<file path="config.mk">
export PLATFORM = sky130hd
export DESIGN_NAME = apsp_relax
export DESIGN_NICKNAME = d
export VERILOG_FILES = /design/src/sv/apsp_pkg.sv /design/src/sv/apsp_relax.sv
export SDC_FILE = /design/constraint.sdc
export NUM_CORES = 1
export LEC_CHECK = 0
export BUFFER_PORTS_ARGS = -buffer_cell sky130_fd_sc_hd__clkbuf_2
export CAP_MARGIN = 20
export CORE_MARGIN = 2
export CORE_UTILIZATION = 49
export DETAILED_ROUTE_END_ITERATION = 16
export PLACE_DENSITY_LB_ADDON = 0.1
export SLEW_MARGIN = 20
export SYNTH_ARGS = -nofsm -noshare
export SYNTH_HDL_FRONTEND = slang
export SYNTH_SLANG_ARGS = --single-unit
</file>
<file path="constraint.sdc">
create_clock -name vclk -period 4.55
set_clock_uncertainty 0.2 [all_clocks]
set_input_delay 0.2275 -clock vclk [all_inputs]
set_output_delay 0.2275 -clock vclk [all_outputs]
set_load 0.02 [all_outputs]
</file>
<file path="src/sv/apsp_pkg.sv">
// shared types, constants and helpers for the all-pairs shortest path block
// no dependencies; imported by apsp_relax, apsp_seq and the top level
`default_nettype none

package apsp_pkg;

    // store geometry
    localparam int MaxVertices = 16;
    localparam int VtxW        = $clog2(MaxVertices);
    localparam int StoreDepth  = MaxVertices * MaxVertices;
    localparam int AddrW       = $clog2(StoreDepth);
    localparam int CntW        = $clog2(MaxVertices + 1);

    // field widths fixed by the interface
    localparam int DistW  = 16;
    localparam int FieldW = 4;
    localparam int CfgW   = 5;

    localparam logic [DistW-1:0] NoEdge   = 16'hFFFF;
    localparam logic [CfgW-1:0]  VcReset  = 5'd16;

    // command codes
    localparam logic [1:0] CmdClear = 2'd0;
    localparam logic [1:0] CmdEdge  = 2'd1;
    localparam logic [1:0] CmdRun   = 2'd2;
    localparam logic [1:0] CmdQuery = 2'd3;

    typedef struct packed {
        logic [1:0]        command;
        logic [FieldW-1:0] row;
        logic [FieldW-1:0] col;
        logic [DistW-1:0]  weight;
    } cmd_beat_t;

    typedef struct packed {
        logic [DistW-1:0]  distance;
        logic [FieldW-1:0] next_hop;
        logic              reachable;
    } rsp_beat_t;

    // sequencer to datapath: memory ports and pipeline strobes
    typedef struct packed {
        logic [AddrW-1:0] dist_ra;
        logic [AddrW-1:0] dist_rb;
        logic [AddrW-1:0] nh_ra;
        logic             dist_we;
        logic [AddrW-1:0] dist_wa;
        logic [DistW-1:0] dist_wd;
        logic             nh_we;
        logic [AddrW-1:0] nh_wa;
        logic [VtxW-1:0]  nh_wd;
        logic             row_capture;
        logic             relax_issue;
        logic             q_capture;
        logic             q_inside;
        logic             q_load;
    } seq_ctl_t;

    function automatic logic [AddrW-1:0] vtx_addr(input logic [VtxW-1:0] r,
                                                  input logic [VtxW-1:0] c);
        return AddrW'(r) * AddrW'(MaxVertices) + AddrW'(c);
    endfunction

    function automatic logic [VtxW-1:0] to_vtx(input logic [FieldW-1:0] f);
        return VtxW'(f);
    endfunction

    function automatic logic in_store(input logic [FieldW-1:0] f);
        return int'(f) < MaxVertices;
    endfunction

endpackage

`default_nettype wire

</file>
<file path="src/sv/apsp_relax.sv">
// relaxation test of one pair through the current intermediate vertex
// depends on apsp_pkg
`default_nettype none

module apsp_relax import apsp_pkg::*; (
    input  wire logic [DistW-1:0] dist_ik,
    input  wire logic [DistW-1:0] dist_kj,
    input  wire logic [DistW-1:0] dist_ij,
    output logic                  take,
    output logic      [DistW-1:0] sum
);

    logic [DistW:0] sum_wide;

    // strictly shorter, and never reaching the no-edge value
    assign sum_wide = {1'b0, dist_ik} + {1'b0, dist_kj};
    assign take     = (sum_wide < {1'b0, NoEdge}) && (sum_wide < {1'b0, dist_ij});
    assign sum      = sum_wide[DistW-1:0];

endmodule

`default_nettype wire

</file>
**Yosys cells after proc, flatten, opt, wreduce, memory -nomap -nowiden**

Index checks and enable logic that the tools add are counted.
W data, S select, Z words.

- Shifts and indexed selects: 0
- Equality and inequality tests: 0
- Divide/modulo/power cells: 0
- Order comparisons: 2
- Muxes and demuxes: 0
- Reductions and logical operators: 1
- Bitwise logic cells: 0
- Multiply operators: 0
- Add/sub/neg operators: 1

Operators with widths:

| operator | number |
|---|---|
| $add A16 B16 Y17 | 1 |
| $lt A17 B16 Y1 | 1 |
| $lt A17 B16 Y1 const B | 1 |
| $logic_and A1 B1 Y1 | 1 |

- ROM bits: 0
- Input port bits: 48
- Flip-flop bits (word level): 0
- Memory bits (writable): 0
- Bits in latches: 0
- Memories: 0

**Depth between registers and ports, before layout**

- Depth after elaboration: 3
- Depth in mapped cells: 14
- Depth with buffers taken out: 14

**Worst setup path before layout**

OpenSTA, ideal clock, no wires.

- Path kind: input port to output port
- From: input port dist_ik[4]
- To: output port take
- Data required time: 4123 ps
- Arrival: 3319 ps
- Stages: 14
- Slack: 804 ps
- Cell sequence: ha_1 and3_1 a211o_1 o211ai_2 a31oi_1 xnor2_1 inv_1 ha_1 or3_1 nor4_1 nand2_1 a41oi_1 o21ai_0 a211oi_2

- Word-level cells in the longest chain between the ends: 3
- Elaborated cells on any way between the ends: 4
- Classes of those cells: add/sub: 1; order compare: 2; reduce/logical: 1

RTL lines:

| element | line | source |
|---|---|---|
| start, declared | apsp_relax.sv:6 | `input wire logic [DistW-1:0] dist_ik,` |
| $add A16 B16 Y17 (*) | apsp_relax.sv:16 | `assign sum_wide = {1'b0, dist_ik} + {1'b0, dist_kj};` |
| named net sum[13] | apsp_relax.sv:10 | `output logic [DistW-1:0] sum` |
| $lt A17 B16 Y1 | apsp_relax.sv:17 | `assign take = (sum_wide < {1'b0, NoEdge}) && (sum_wide < {1'b0, dist_ij});` |
| $logic_and A1 B1 Y1 (*) | apsp_relax.sv:17 |  |
| end, declared | apsp_relax.sv:9 | `output logic take,` |

The timed path passes the listed nets; every way through them passes the cells marked *.

**Final worst setup path**

- From: input port dist_ik[4]
- To: output port take

- Word-level cells in the longest chain between the ends: 3
- Elaborated cells on any way between the ends: 4
- Classes of those cells: add/sub: 1; order compare: 2; reduce/logical: 1

RTL lines:

| element | line |
|---|---|
| $add A16 B16 Y17 (*) | apsp_relax.sv:16 |
| $lt A17 B16 Y1 | apsp_relax.sv:17 |
| $logic_and A1 B1 Y1 (*) | apsp_relax.sv:17 |

Mark *: on every way between the ends. The rest lies on a longest branch, timed or not.

==> out/qor.json <==
{
  "result_of_the_run": {"value": "finished, final reports clean"},
  "setup.worst_path.start_class": {"value": "input port"},
  "drt_iter0_markers": {"value": 15},
  "yosys_warnings": {"value": 0},
  "synth_seq_area_share": {"value": 0, "unit": "%"},
  "number_of_fill_cells_in_the_layout": {"value": 244},
  "globalRoute.totalOverflow": {"value": 0},
  "portBuffers": {"value": 65},
  "critical_path_arrival": {"value": 3610, "unit": "ps"},
  "power.density": {"value": 187, "unit": "mW/mm²"},
  "cellLeakagePower": {"value": 0.941, "unit": "nW"},
  "area.growth.synth_to_final": {"value": 28.6, "unit": "%"},
  "worstHoldPathType": {"value": "in -> out"},
  "criticalPathCategory": {"value": "in -> out"},
  "largest_net_degree_at_the_start_of_global_routing": {"value": 7},
  "finalHoldViolations": {"value": 0},
  "core": {"value": 0.00245, "unit": "mm²"},
  "yosys.cell_types.count": {"value": 48},
  "hold_slack": {"value": 657, "unit": "ps"},
  "die-height": {"value": 54.9, "unit": "µm"},
  "remaining_drc_errors": {"value": 0},
  "maxClockFrequency": {"value": 248, "unit": "MHz"},
  "number_of_global_route_vias_before_repair": {"value": 1271},
  "clkbuf_count": {"value": 0},
  "detailedPlacementHpwl": {"value": 2.94, "unit": "mm"},
  "grt_antenna_before_repair": {"value": 0},
  "synth_common_cells": {"value": "31 x ha_1, 25 x inv_1, 11 x a21oi_1"},
  "finish.net_count": {"value": 312},
  "cell_accounting_for_the_most_synthesized_area": {"value": "ha_1"},
  "worstHoldStart": {"value": "dist_kj[0]"},
  "avgRoutedWirePerCell": {"value": 12.4, "unit": "µm"},
  "synth_most_common_cell": {"value": "ha_1"},
  "post_synth_inst_count": {"value": 165},
  "slew_viol_final": {"value": 0},
  "max-slew-margin-rel": {"value": 64.3, "unit": "%"},
  "avgSynthCellArea": {"value": 7.68, "unit": "µm²"},
  "vias_per_cell": {"value": 5.60},
  "rsz_0062_raised_after_global_routing": {"value": "false"},
  "num_rows": {"value": 18},
  "layout.sequential_cells": {"value": 0},
  "final_replace_weighted_congestion": {"value": 0.815},
  "start_util": {"value": 51.6, "unit": "%"},
  "postCtsSetupBuffers": {"value": 0},
  "die_area": {"value": 0.00301, "unit": "mm²"},
  "synth_nets": {"value": 245},
  "max_cap_viol_count": {"value": 0},
  "finalSetupViolCount": {"value": 0},
  "tns": {"value": 0, "unit": "ps"},
  "post_cts_resize_count": {"value": 0},
  "netlist.area_leader.share": {"value": 30.6, "unit": "%"},
  "critical_path.endpoint_type": {"value": "output port"},
  "finalCriticalPeriod": {"value": 4040, "unit": "ps"},
  "vdd.ir_drop.worst": {"value": 0.117, "unit": "mV"},
  "hold_end": {"value": "sum[0]"},
  "area_taken_by_flip_flops_and_latches": {"value": 0, "unit": "µm²"},
  "worstPathRequired": {"value": 4120, "unit": "ps"},
  "via_count": {"value": 1457},
  "io_pins": {"value": 65},
  "drive_gt1_share": {"value": 37.0, "unit": "%"},
  "worst_hold_path.num_cells": {"value": 3},
  "finalCritPeriodShare": {"value": 88.8, "unit": "%"},
  "gr-usage-all-layers": {"value": 21.7, "unit": "%"},
  "mappedNetlistArea": {"value": 0.00127, "unit": "mm²"},
  "tightestPinTransition": {"value": 528, "unit": "ps"},
  "multi_input_area": {"value": 0.00117, "unit": "mm²"},
  "n_antenna_cell": {"value": 0},
  "final_antenna_net_count": {"value": 0},
  "grt_first_pass_wirelength": {"value": 5.01, "unit": "mm"},
  "ys_top_cells_by_area": {"value": "ha_1 31%, inv_1 7.4%, xnor2_1 4.8%"},
  "die_width": {"value": 54.9, "unit": "µm"},
  "drt_first_pass_iters": {"value": 4},
  "ctsHoldBuffers": {"value": 0},
  "timing.critical_path.fanout_max": {"value": 5},
  "wirelength": {"value": 3.24, "unit": "mm"}
}
where the power goes:
group          internal, mW  switching [mW]
Clock                     0               0
Sequential                0               0
Combinational         0.128           0.177
logic make-up (layout without fill, tap and decap cells):
| family | after synthesis | in the layout | synth area share (%) |
|---|---|---|---|
| adder cells (fa/ha/maj) | 32 | 32 | 32.2 |
| buffers and inverters | 25 | 90 | 7.40 |
| AO/OA/AOI/OAI | 58 | 58 | 35.5 |
| XOR/XNOR | 9 | 9 | 6.22 |
| AND/OR/NAND/NOR | 41 | 41 | 18.7 |
how the worst max path moves through the flow:
stage / from / to / slack (ps) / cells past startpoint
6_report: dist_ik[4] / take / 510 / 16
5_1_grt: dist_ik[2] / take / 220 / 16
4_1_cts: dist_ik[4] / take / 500 / 16
3_5_place_dp: dist_ik[4] / take / 510 / 16
3_3_place_gp: dist_ik[2] / take / 650 / 16
2_1_floorplan: dist_ik[4] / take / 800 / 14
critical path, cell delays in order:
cell	delay [ps]
clkbuf_2	80
ha_1	340
and3_1	220
a211o_1	330
o211ai_2	210
a31oi_1	160
xnor2_1	290
inv_1	120
ha_1	210
or3_1	340
nor4_1	290
nand2_1	100
a41oi_1	170
o21ai_0	130
a211oi_2	200
clkbuf_2	190
per-stage QoR:
step	utilization, %	power, mW	cell area (µm²)	setup slack, ps	std cells
after global placement	66.4	0.294	1630	654	260
final	66.4	0.304	1630	511	260
after floorplan	-	0.214	1270	804	165
after detailed placement	66.4	0.304	1630	513	260
after global routing	66.4	0.340	1630	217	260
after CTS	66.4	0.305	1630	505	260
layer usage:
metal / part of all wire (%) / GRT usage [%] / vias up
met5: 0 / 0 / -
met4: 0 / 1.25 / 0
met3: 5.8 / 1.09 / 0
met2: 48 / 41.5 / 39
met1: 46 / 27.6 / 659
li1: - / - / 759
layout make-up:
type / instances / area share (%)
Multi-Input combinational cell: 140 / 72.0
Timing Repair Buffer: 65 / 20.0
Inverter: 25 / 5.76
Tap cell: 30 / 2.30
cell usage in the layout, fill, tap and decap left out, drive strengths merged, types with 2 or more instances in the layout:
cell type / synthesis / final
xnor2: 7 / 7
and3: 4 / 4
nand3: 3 / 3
nand2b: 2 / 2
and4: 2 / 2
a2111oi: 2 / 2
o21a: 2 / 2
a211oi: 4 / 4
nor2: 7 / 7
ha: 31 / 31
or3: 2 / 2
a21oi: 11 / 11
and2: 3 / 3
o31ai: 2 / 2
o21ai: 6 / 6
xor2: 2 / 2
inv: 25 / 25
clkbuf: 0 / 65
a31oi: 4 / 4
a21o: 11 / 11
nor4: 2 / 2
o211ai: 3 / 3
a211o: 3 / 3
nand2: 7 / 7
a311oi: 2 / 2
nor3: 3 / 3
or2: 2 / 2
Note: power is estimated with default switching activity, not from simulation.
