==> src/sv/apsp_pkg.sv <==
// shared types, constants and helpers for the all-pairs shortest path block
// no dependencies; imported by apsp_relax, apsp_seq and the top level
`default_nettype none

package apsp_pkg;

    // store geometry
    localparam int MaxVertices = 16;
    localparam int VtxW        = $clog2(MaxVertices);
    localparam int StoreDepth  = MaxVertices * MaxVertices;
    localparam int AddrW       = $clog2(StoreDepth);
    localparam int CntW        = $clog2(MaxVertices + 1);

    // field widths fixed by the interface
    localparam int DistW  = 16;
    localparam int FieldW = 4;
    localparam int CfgW   = 5;

    localparam logic [DistW-1:0] NoEdge   = 16'hFFFF;
    localparam logic [CfgW-1:0]  VcReset  = 5'd16;

    // command codes
    localparam logic [1:0] CmdClear = 2'd0;
    localparam logic [1:0] CmdEdge  = 2'd1;
    localparam logic [1:0] CmdRun   = 2'd2;
    localparam logic [1:0] CmdQuery = 2'd3;

    typedef struct packed {
        logic [1:0]        command;
        logic [FieldW-1:0] row;
        logic [FieldW-1:0] col;
        logic [DistW-1:0]  weight;
    } cmd_beat_t;

    typedef struct packed {
        logic [DistW-1:0]  distance;
        logic [FieldW-1:0] next_hop;
        logic              reachable;
    } rsp_beat_t;

    // sequencer to datapath: memory ports and pipeline strobes
    typedef struct packed {
        logic [AddrW-1:0] dist_ra;
        logic [AddrW-1:0] dist_rb;
        logic [AddrW-1:0] nh_ra;
        logic             dist_we;
        logic [AddrW-1:0] dist_wa;
        logic [DistW-1:0] dist_wd;
        logic             nh_we;
        logic [AddrW-1:0] nh_wa;
        logic [VtxW-1:0]  nh_wd;
        logic             row_capture;
        logic             relax_issue;
        logic             q_capture;
        logic             q_inside;
        logic             q_load;
    } seq_ctl_t;

    function automatic logic [AddrW-1:0] vtx_addr(input logic [VtxW-1:0] r,
                                                  input logic [VtxW-1:0] c);
        return AddrW'(r) * AddrW'(MaxVertices) + AddrW'(c);
    endfunction

    function automatic logic [VtxW-1:0] to_vtx(input logic [FieldW-1:0] f);
        return VtxW'(f);
    endfunction

    function automatic logic in_store(input logic [FieldW-1:0] f);
        return int'(f) < MaxVertices;
    endfunction

endpackage

`default_nettype wire

==> src/sv/apsp_seq.sv <==
// command sequencer: init pass, clear, edge writes, run loops and query steps
// depends on apsp_pkg; drives the memory ports through a seq_ctl_t
`default_nettype none

module apsp_seq import apsp_pkg::*; (
    input  wire logic            clk,
    input  wire logic            rst_n,
    input  wire logic            cfg_we,
    input  wire logic [CfgW-1:0] cfg_data,
    input  wire logic            cmd_valid,
    output logic                 cmd_ready,
    input  wire cmd_beat_t       cmd,
    input  wire logic            out_free,
    output seq_ctl_t             ctl
);

    localparam logic [3:0] StInit   = 4'd0;
    localparam logic [3:0] StIdle   = 4'd1;
    localparam logic [3:0] StClear  = 4'd2;
    localparam logic [3:0] StEdge2  = 4'd3;
    localparam logic [3:0] StNhInit = 4'd4;
    localparam logic [3:0] StRow    = 4'd5;
    localparam logic [3:0] StStream = 4'd6;
    localparam logic [3:0] StDrain  = 4'd7;
    localparam logic [3:0] StQRead  = 4'd8;
    localparam logic [3:0] StQOut   = 4'd9;

    logic [3:0]       state_reg, state_next;
    logic [VtxW-1:0]  i_reg, i_next;
    logic [VtxW-1:0]  j_reg, j_next;
    logic [VtxW-1:0]  k_reg, k_next;
    logic [CntW-1:0]  n_reg, n_next;
    logic [CfgW-1:0]  vc_reg;
    logic [AddrW-1:0] e_addr_reg, e_addr_next;
    logic [DistW-1:0] w_reg, w_next;
    logic             q_inside_reg, q_inside_next;

    logic             accept;
    logic             pair_ok;
    logic [CntW-1:0]  n_sat;
    logic             i_last_all, j_last_all;
    logic             i_last_n, j_last_n, k_last_n;

    assign accept  = cmd_valid && cmd_ready;
    assign pair_ok = in_store(cmd.row) && in_store(cmd.col);
    assign n_sat   = (int'(vc_reg) > MaxVertices) ? CntW'(MaxVertices) : CntW'(vc_reg);

    assign i_last_all = (i_reg == VtxW'(MaxVertices - 1));
    assign j_last_all = (j_reg == VtxW'(MaxVertices - 1));
    assign i_last_n   = (CntW'(i_reg) == n_reg - CntW'(1));
    assign j_last_n   = (CntW'(j_reg) == n_reg - CntW'(1));
    assign k_last_n   = (CntW'(k_reg) == n_reg - CntW'(1));

    assign cmd_ready = (state_reg == StIdle);

    always_comb
    begin
        state_next    = state_reg;
        i_next        = i_reg;
        j_next        = j_reg;
        k_next        = k_reg;
        n_next        = n_reg;
        e_addr_next   = e_addr_reg;
        w_next        = w_reg;
        q_inside_next = q_inside_reg;
        ctl           = '0;
        ctl.q_inside  = q_inside_reg;

        unique case (state_reg)
            StInit, StClear:
            begin
                // full sweep: diagonal 0, no edge elsewhere; init also resets next hops
                ctl.dist_we = 1'b1;
                ctl.dist_wa = vtx_addr(i_reg, j_reg);
                ctl.dist_wd = (i_reg == j_reg) ? '0 : NoEdge;
                ctl.nh_we   = (state_reg == StInit);
                ctl.nh_wa   = vtx_addr(i_reg, j_reg);
                ctl.nh_wd   = j_reg;
                j_next      = j_reg + VtxW'(1);
                if (j_last_all)
                begin
                    j_next = '0;
                    i_next = i_reg + VtxW'(1);
                    if (i_last_all)
                    begin
                        i_next     = '0;
                        state_next = StIdle;
                    end
                end
            end
            StIdle:
            begin
                ctl.dist_ra = vtx_addr(to_vtx(cmd.row), to_vtx(cmd.col));
                ctl.nh_ra   = vtx_addr(to_vtx(cmd.row), to_vtx(cmd.col));
                if (accept)
                begin
                    unique case (cmd.command)
                        CmdClear:
                        begin
                            i_next     = '0;
                            j_next     = '0;
                            state_next = StClear;
                        end
                        CmdEdge:
                        begin
                            if (pair_ok)
                            begin
                                ctl.dist_we = 1'b1;
                                ctl.dist_wa = vtx_addr(to_vtx(cmd.row), to_vtx(cmd.col));
                                ctl.dist_wd = cmd.weight;
                                e_addr_next = vtx_addr(to_vtx(cmd.col), to_vtx(cmd.row));
                                w_next      = cmd.weight;
                                state_next  = StEdge2;
                            end
                        end
                        CmdRun:
                        begin
                            if (n_sat != '0)
                            begin
                                n_next     = n_sat;
                                i_next     = '0;
                                j_next     = '0;
                                k_next     = '0;
                                state_next = StNhInit;
                            end
                        end
                        CmdQuery:
                        begin
                            q_inside_next = pair_ok;
                            state_next    = StQRead;
                        end
                        default:
                        begin
                            state_next = StIdle;
                        end
                    endcase
                end
            end
            StEdge2:
            begin
                ctl.dist_we = 1'b1;
                ctl.dist_wa = e_addr_reg;
                ctl.dist_wd = w_reg;
                state_next  = StIdle;
            end
            StNhInit:
            begin
                ctl.nh_we = 1'b1;
                ctl.nh_wa = vtx_addr(i_reg, j_reg);
                ctl.nh_wd = j_reg;
                j_next    = j_reg + VtxW'(1);
                if (j_last_n)
                begin
                    j_next = '0;
                    i_next = i_reg + VtxW'(1);
                    if (i_last_n)
                    begin
                        i_next     = '0;
                        state_next = StRow;
                    end
                end
            end
            StRow:
            begin
                // fetch d[i][k] and next hop [i][k] for the whole row
                ctl.dist_ra = vtx_addr(i_reg, k_reg);
                ctl.nh_ra   = vtx_addr(i_reg, k_reg);
                state_next  = StStream;
            end
            StStream:
            begin
                ctl.row_capture = (j_reg == '0);
                ctl.relax_issue = 1'b1;
                ctl.dist_ra     = vtx_addr(i_reg, j_reg);
                ctl.dist_rb     = vtx_addr(k_reg, j_reg);
                j_next          = j_reg + VtxW'(1);
                if (j_last_n)
                begin
                    j_next     = '0;
                    i_next     = i_reg + VtxW'(1);
                    state_next = StRow;
                    if (i_last_n)
                    begin
                        i_next = '0;
                        k_next = k_reg + VtxW'(1);
                        if (k_last_n)
                        begin
                            k_next     = '0;
                            state_next = StDrain;
                        end
                    end
                end
            end
            StDrain:
            begin
                state_next = StIdle;
            end
            StQRead:
            begin
                ctl.q_capture = 1'b1;
                state_next    = StQOut;
            end
            StQOut:
            begin
                if (out_free)
                begin
                    ctl.q_load = 1'b1;
                    state_next = StIdle;
                end
            end
            default:
            begin
                state_next = StIdle;
            end
        endcase
    end

    always_ff @(posedge clk or negedge rst_n)
    begin
        if (!rst_n)
        begin
            state_reg    <= StInit;
            i_reg        <= '0;
            j_reg        <= '0;
            k_reg        <= '0;
            n_reg        <= '0;
            vc_reg       <= VcReset;
            q_inside_reg <= 1'b0;
        end
        else
        begin
            state_reg    <= state_next;
            i_reg        <= i_next;
            j_reg        <= j_next;
            k_reg        <= k_next;
            n_reg        <= n_next;
            q_inside_reg <= q_inside_next;
            if (cfg_we)
            begin
                vc_reg <= cfg_data;
            end
        end
    end

    always_ff @(posedge clk)
    begin
        e_addr_reg <= e_addr_next;
        w_reg      <= w_next;
    end

endmodule

`default_nettype wire

==> config.mk <==
export PLATFORM = sky130hd
export DESIGN_NAME = apsp_seq
export DESIGN_NICKNAME = d
export VERILOG_FILES = /design/src/sv/apsp_pkg.sv /design/src/sv/apsp_seq.sv
export SDC_FILE = /design/constraint.sdc
export NUM_CORES = 1
export LEC_CHECK = 0
export BUFFER_PORTS_ARGS = -buffer_cell sky130_fd_sc_hd__buf_4
export CAP_MARGIN = 20
export CORE_UTILIZATION = 30
export DETAILED_ROUTE_END_ITERATION = 16
export PLACE_DENSITY = 0.53
export SETUP_SLACK_MARGIN = 0.05
export SLEW_MARGIN = 15
export SYNTH_ARGS = -nofsm -noshare
export SYNTH_HDL_FRONTEND = slang
export SYNTH_SLANG_ARGS = --single-unit
==> constraint.sdc <==
create_clock -name clk -period 6.69 [get_ports clk]
set_input_delay 0.669 -clock clk [delete_from_list [all_inputs] [get_ports clk]]
set_output_delay 0.669 -clock clk [all_outputs]
set_load 0.05 [all_outputs]
Word level (Yosys, flattened, before mapping)
Index checks and enable logic that the tools add are counted.
Storage, ports and cells
  output and inout bits: 68
  memory bits (writable): 0
  latch bits: 0
  register bits after elaboration: 51
  input port bits: 36
  logic and storage cells: 107
  memories: 0
  ROM bits: 0
Operators by class
  order comparisons: 1
  add/sub/neg operators: 9
  muxes and demuxes: 42
  div/mod/pow operators: 0
  equality and inequality tests: 30
  multiply operators: 0
  reductions and logical operators: 16
  bitwise logic cells: 0
  shift-type cells: 0
Operator list (number)
  $mux W4: 21
  $pmux W25 S3: 1
  $mux W25: 2
  $add A8 B4 Y8: 5
  $pmux W4 S7: 1
  $pmux W13 S2: 1
  $pmux W4 S3: 2
  $pmux W8 S3: 1
  $eq A4 B4 Y1 const B: 4
  $mux W16: 1
  $pmux W4 S2: 2
  $pmux W4 S4: 1
  $pmux W8 S2: 1
  $eq A4 B5 Y1: 3
  $ne A2 B2 Y1 const B: 7
  $add A4 B1 Y4 const B: 3
  $eq A4 B3 Y1 const B: 3
  $reduce_and A6 Y1: 2
  $eq A4 B2 Y1 const B: 2
  $logic_not A4 Y1: 2
  $mux W8: 1
  $ne A2 B1 Y1 const B: 4
  $reduce_and A4 Y1: 2
  $reduce_and A8 Y1: 1
  other kinds (18): 25

Depth between registers and ports, before layout
  depth in word-level cells: 7
  mapped depth: 10

Worst setup path after synthesis
No wires, ideal clock.
  path type: flip-flop to output port
  start: reg state_reg[3]
  end: out ctl[42] in the netlist's numbering
  slack: 3.325 ns
  arrival: 2.696 ns
  stages on the path, launching flop included: 9
  cell sequence: dfrtp_1 -> buf_6 -> or2_1 -> buf_6 -> or2_4 -> nor4b_4 -> buf_2 -> nor2_1 -> nor2_1
RTL lines
  start, declared: RTL line apsp_seq.sv:28  | logic [3:0] state_reg, state_next;
  start signal, assigned: RTL line apsp_seq.sv:222  | state_reg <= StInit;
  start signal, assigned: RTL line apsp_seq.sv:232  | state_reg <= state_next;
  end, declared: RTL line apsp_seq.sv:14  | output seq_ctl_t ctl

==> results.md <==
- The flow ran to the end, and the final reports show no timing, DRC or antenna violations.
- During synthesis, Yosys emitted a total of 0 warnings.
- The height of the die is ~110 microns.
- The floorplan die width is 106 microns.
- The worst setup path is captured at an output pin.
- The count of boundary I/O pins is 104.
- The count of flip-flops with a built-in enable after synthesis is 24.
- The total of cells resized after clock tree synthesis is 0.
- Across all register-to-register paths, the minimum setup slack is 3.91 ns.
- The arrival time of the worst setup path is 2.83 ns.
- For this run, the total global-route usage over all layers was measured as 17.2%.
- The global-route wire length before repair is 15100 microns.
- The most critical setup path has its startpoint at state_reg[1].
- Across all hold checks on the routed design, the worst slack comes to around 0.26 ns.
- The CTS sink count is 51.
- After clock tree synthesis, the clock-pin slew on the worst setup and hold paths is 0.10 ns.
- In this run, the number of DRC markers left after iteration 0 of detailed routing was 192.
- The total CTS buffers is 5.
- The critical-path maximum fanout is 49.
- Summing every instance area after synthesis gives between 3000 and 4000 sq um.
- The required time of the critical path is ~6 ns.
- Synthesis produced ~330 cells.
- The start-to-end type of the worst setup path is flip-flop to output pin.
- The level count of the clock H-tree is 2.
- The final count of hold timing violations was 0.
- The share of flip-flops with an asynchronous set or reset after synthesis is 52.9%.
- The final critical path takes up 52.4% of the cycle.
- STA classifies the critical path startpoint as a flip-flop.
- The synthesized netlist net count is 375.
- The largest stage delay on the critical path is slightly above 0.6 ns.
- Input and output buffers added on the ports amount to 103.
- The cell sitting at the root of the clock tree is a clkbuf_8.
- The number of antenna diodes in the final layout is 0.
- The latest clock arrival within the worst-skew pair is roughly 0.32 ns.
- The ratio of cells with drive above 1 in the final layout is about a third.
- The net count reported at finish is 460.
- The achievable frequency is around 290 MHz.
- The flip-flop count of the largest register after layout is 16.
- The endpoint of the worst register-to-register path is k_reg[3].
- At the pin with the least slew margin, the transition time is 0.880 ns.
- Entering global routing, the biggest net connects 50 pins.
- Counting cells, the worst reg-to-reg path comes to 6.
- Buffers inserted to repair hold after CTS numbered 0.
- For this run, design rule violations remaining after detail routing come to 0.
- Counting along the longest clock path gives a buffer depth of 2.
- The count of pins over their slew limit was 0.
- The cell row count is 37.
- The tool flagged a number of max-cap violations equal to 0.
- Routability-driven placement finished with a final weighted congestion of 0.819.
- The die covers 11200 sq um.
- After synthesis, flip-flops and latches occupy roughly 43% of the total area.
- The number of routed nets with antenna violations is 0.
- The initial standard-cell utilization of the core is 31.1%.
- Traced cell by cell, the critical path runs through nand2b_1 -> or2_4 -> nor4b_4 -> buf_4 -> a221oi_1 -> nor2_1 -> buf_4.
- After synthesis the netlist holds a flip-flop and latch count of 51.
- The pre-antenna-repair detailed-routing pass consisted of 6 iterations.
- The TritonCTS clock tree is built.
- The time the worst path needs with I/O delays and setup is ~3.5 ns.
- Headroom to the max-slew limit came out at 41.0%.
- Among all stages on the critical path, the largest delay is contributed by dfrtp_1.
- In this run the worst setup path terminates at ctl[35].
- Summed over all layers, the global routing overflow is 0.
- In this run the standard cell core region covers 10400 sq um.
- The startpoint of the most critical register-to-register path is state_reg[3].
- The via count of the first global-routing pass is 2799.
- The kind of path behind the tightest hold check is primary input to asynchronous set/reset pin.
- The initial antenna violation count is 0.
- The synthesis-to-finish area growth is 28.0%.
- Clock skew on the completed layout was measured at 0.0105 ns.
- The most instantiated flip-flop cell in the synthesis netlist is dfrtp_1.
- After detailed routing, the average wire length per cell comes to around 17 microns.
- Setup repair after global routing left no endpoint under its margin.
- The post-synthesis cell type count is 60.
- In the final timing run, aggregate negative setup slack is 0 ns.
- The count of buffers added by post-CTS timing repair for setup is 0.
- The HPWL after detailed placement is 6880 microns.
- A synthesized cell averages 9.71 sq um.
- The setup violation total in the final timing report is 0.
- The most numerous cell type found on the critical path is buf_4.
- Across all layers, the routed design uses approximately 2800 vias.
- The ratio of routed vias to standard cells is 5.09.
- The final layout contains routed wiring with a total length of 9490 microns.
[stage by stage]
stage               worst slack, ns  utilization [%]  cell area [sq um]  cells
finish                         3.19             39.8               4150    556
global route                   2.97             39.8               4150    556
CTS                            3.18             39.8               4150    556
detailed placement             3.56             39.0               4060    548
global placement               3.61             39.0               4060    548
floorplan                      3.33                -               3240    334
[metal layers]
layer,track usage (%),routed length [microns],up-vias
met2,28.9,4440,104
met5,0,0,-
met4,3.37,85,0
met3,3.68,566,8
met1,22.9,4400,1349
li1,-,-,1371
[layout by cell type (no fill, tap or decap), drive strengths merged, types with 11 or more instances in the layout]
cell    count
inv        21
and3       13
a22oi      16
o21ai      14
nor3       11
edfxtp     24
dfrtp      26
nor2       21
nand2      37
buf       106
[logic make-up after synthesis]
kind of cell / Yosys count / share of synthesized area, %
and+or+nand+nor: 124 / 21.1
AOI/OAI and AO/OA: 81 / 18.8
DFF: 51 / 43.1
buffers and inverters: 48 / 7.06
xor gates and xnor gates: 20 / 6.25
muxes: 5 / 1.74
adders and majority gates: 5 / 1.93
[Yosys cell counts (2+ instances only)]
| master | n | area, sq um |
|---|---|---|
| nor2_1 | 20 | 75.1 |
| nand2b_1 | 7 | 43.8 |
| ha_1 | 5 | 62.6 |
| o41ai_1 | 2 | 17.5 |
| edfxtp_1 | 24 | 721 |
| a21oi_1 | 7 | 35.0 |
| xor2_1 | 10 | 87.6 |
| xnor2_1 | 8 | 70.1 |
| buf_6 | 3 | 33.8 |
| nor3b_1 | 2 | 15.0 |
| nand2_1 | 37 | 139 |
| a211oi_1 | 2 | 15.0 |
| a21o_1 | 7 | 52.6 |
| inv_1 | 19 | 71.3 |
| a22oi_1 | 16 | 120 |
| or2_4 | 2 | 17.5 |
| mux2_2 | 5 | 56.3 |
| o21ai_0 | 13 | 65.1 |
| dfrtp_1 | 26 | 651 |
| a221oi_1 | 3 | 26.3 |
| nor3_1 | 10 | 50.1 |
| buf_2 | 4 | 20.0 |
| and3_1 | 13 | 81.3 |
| o21bai_1 | 3 | 22.5 |
| a22o_1 | 10 | 87.6 |
| clkbuf_1 | 16 | 60.1 |
| a222oi_1 | 5 | 50.1 |
| xnor3_1 | 2 | 45.0 |
| buf_4 | 5 | 37.5 |
| and2_1 | 10 | 62.6 |
| nand3_1 | 9 | 45.0 |
[worst max-delay path: cells and delay by family, from the launching register on]
kind	cells	cell delay, ns
AO/OA/AOI/OAI	1	0.16
buffers and inverters	2	0.70
flip-flops	1	0.62
AND/OR/NAND/NOR	4	1.03
[how the worst min path moves through the flow]
| stage | endpoint | slack [ns] | cells past startpoint |
|---|---|---|---|
| floorplan | i_reg[0] | 0.37 | 0 |
| global placement | q_inside_reg | 0.45 | 1 |
| detailed placement | q_inside_reg | 0.46 | 1 |
| CTS | i_reg[2] | 0.27 | 1 |
| global route | i_reg[2] | 0.28 | 1 |
| finish | i_reg[2] | 0.26 | 1 |
[cell type report]
type	instances	area, sq um
Clock buffer	5	68.8
Clock inverter	3	23.8
Fill cell	1049	6270
Inverter	20	77.6
Multi-Input combinational cell	235	1620
Sequential cell	51	1400
Tap cell	136	170
Timing Repair Buffer	106	796
Power is left out: the tool's default activity adds up to more than one toggle a clock period on the data nets, which glitch-free logic cannot reach.
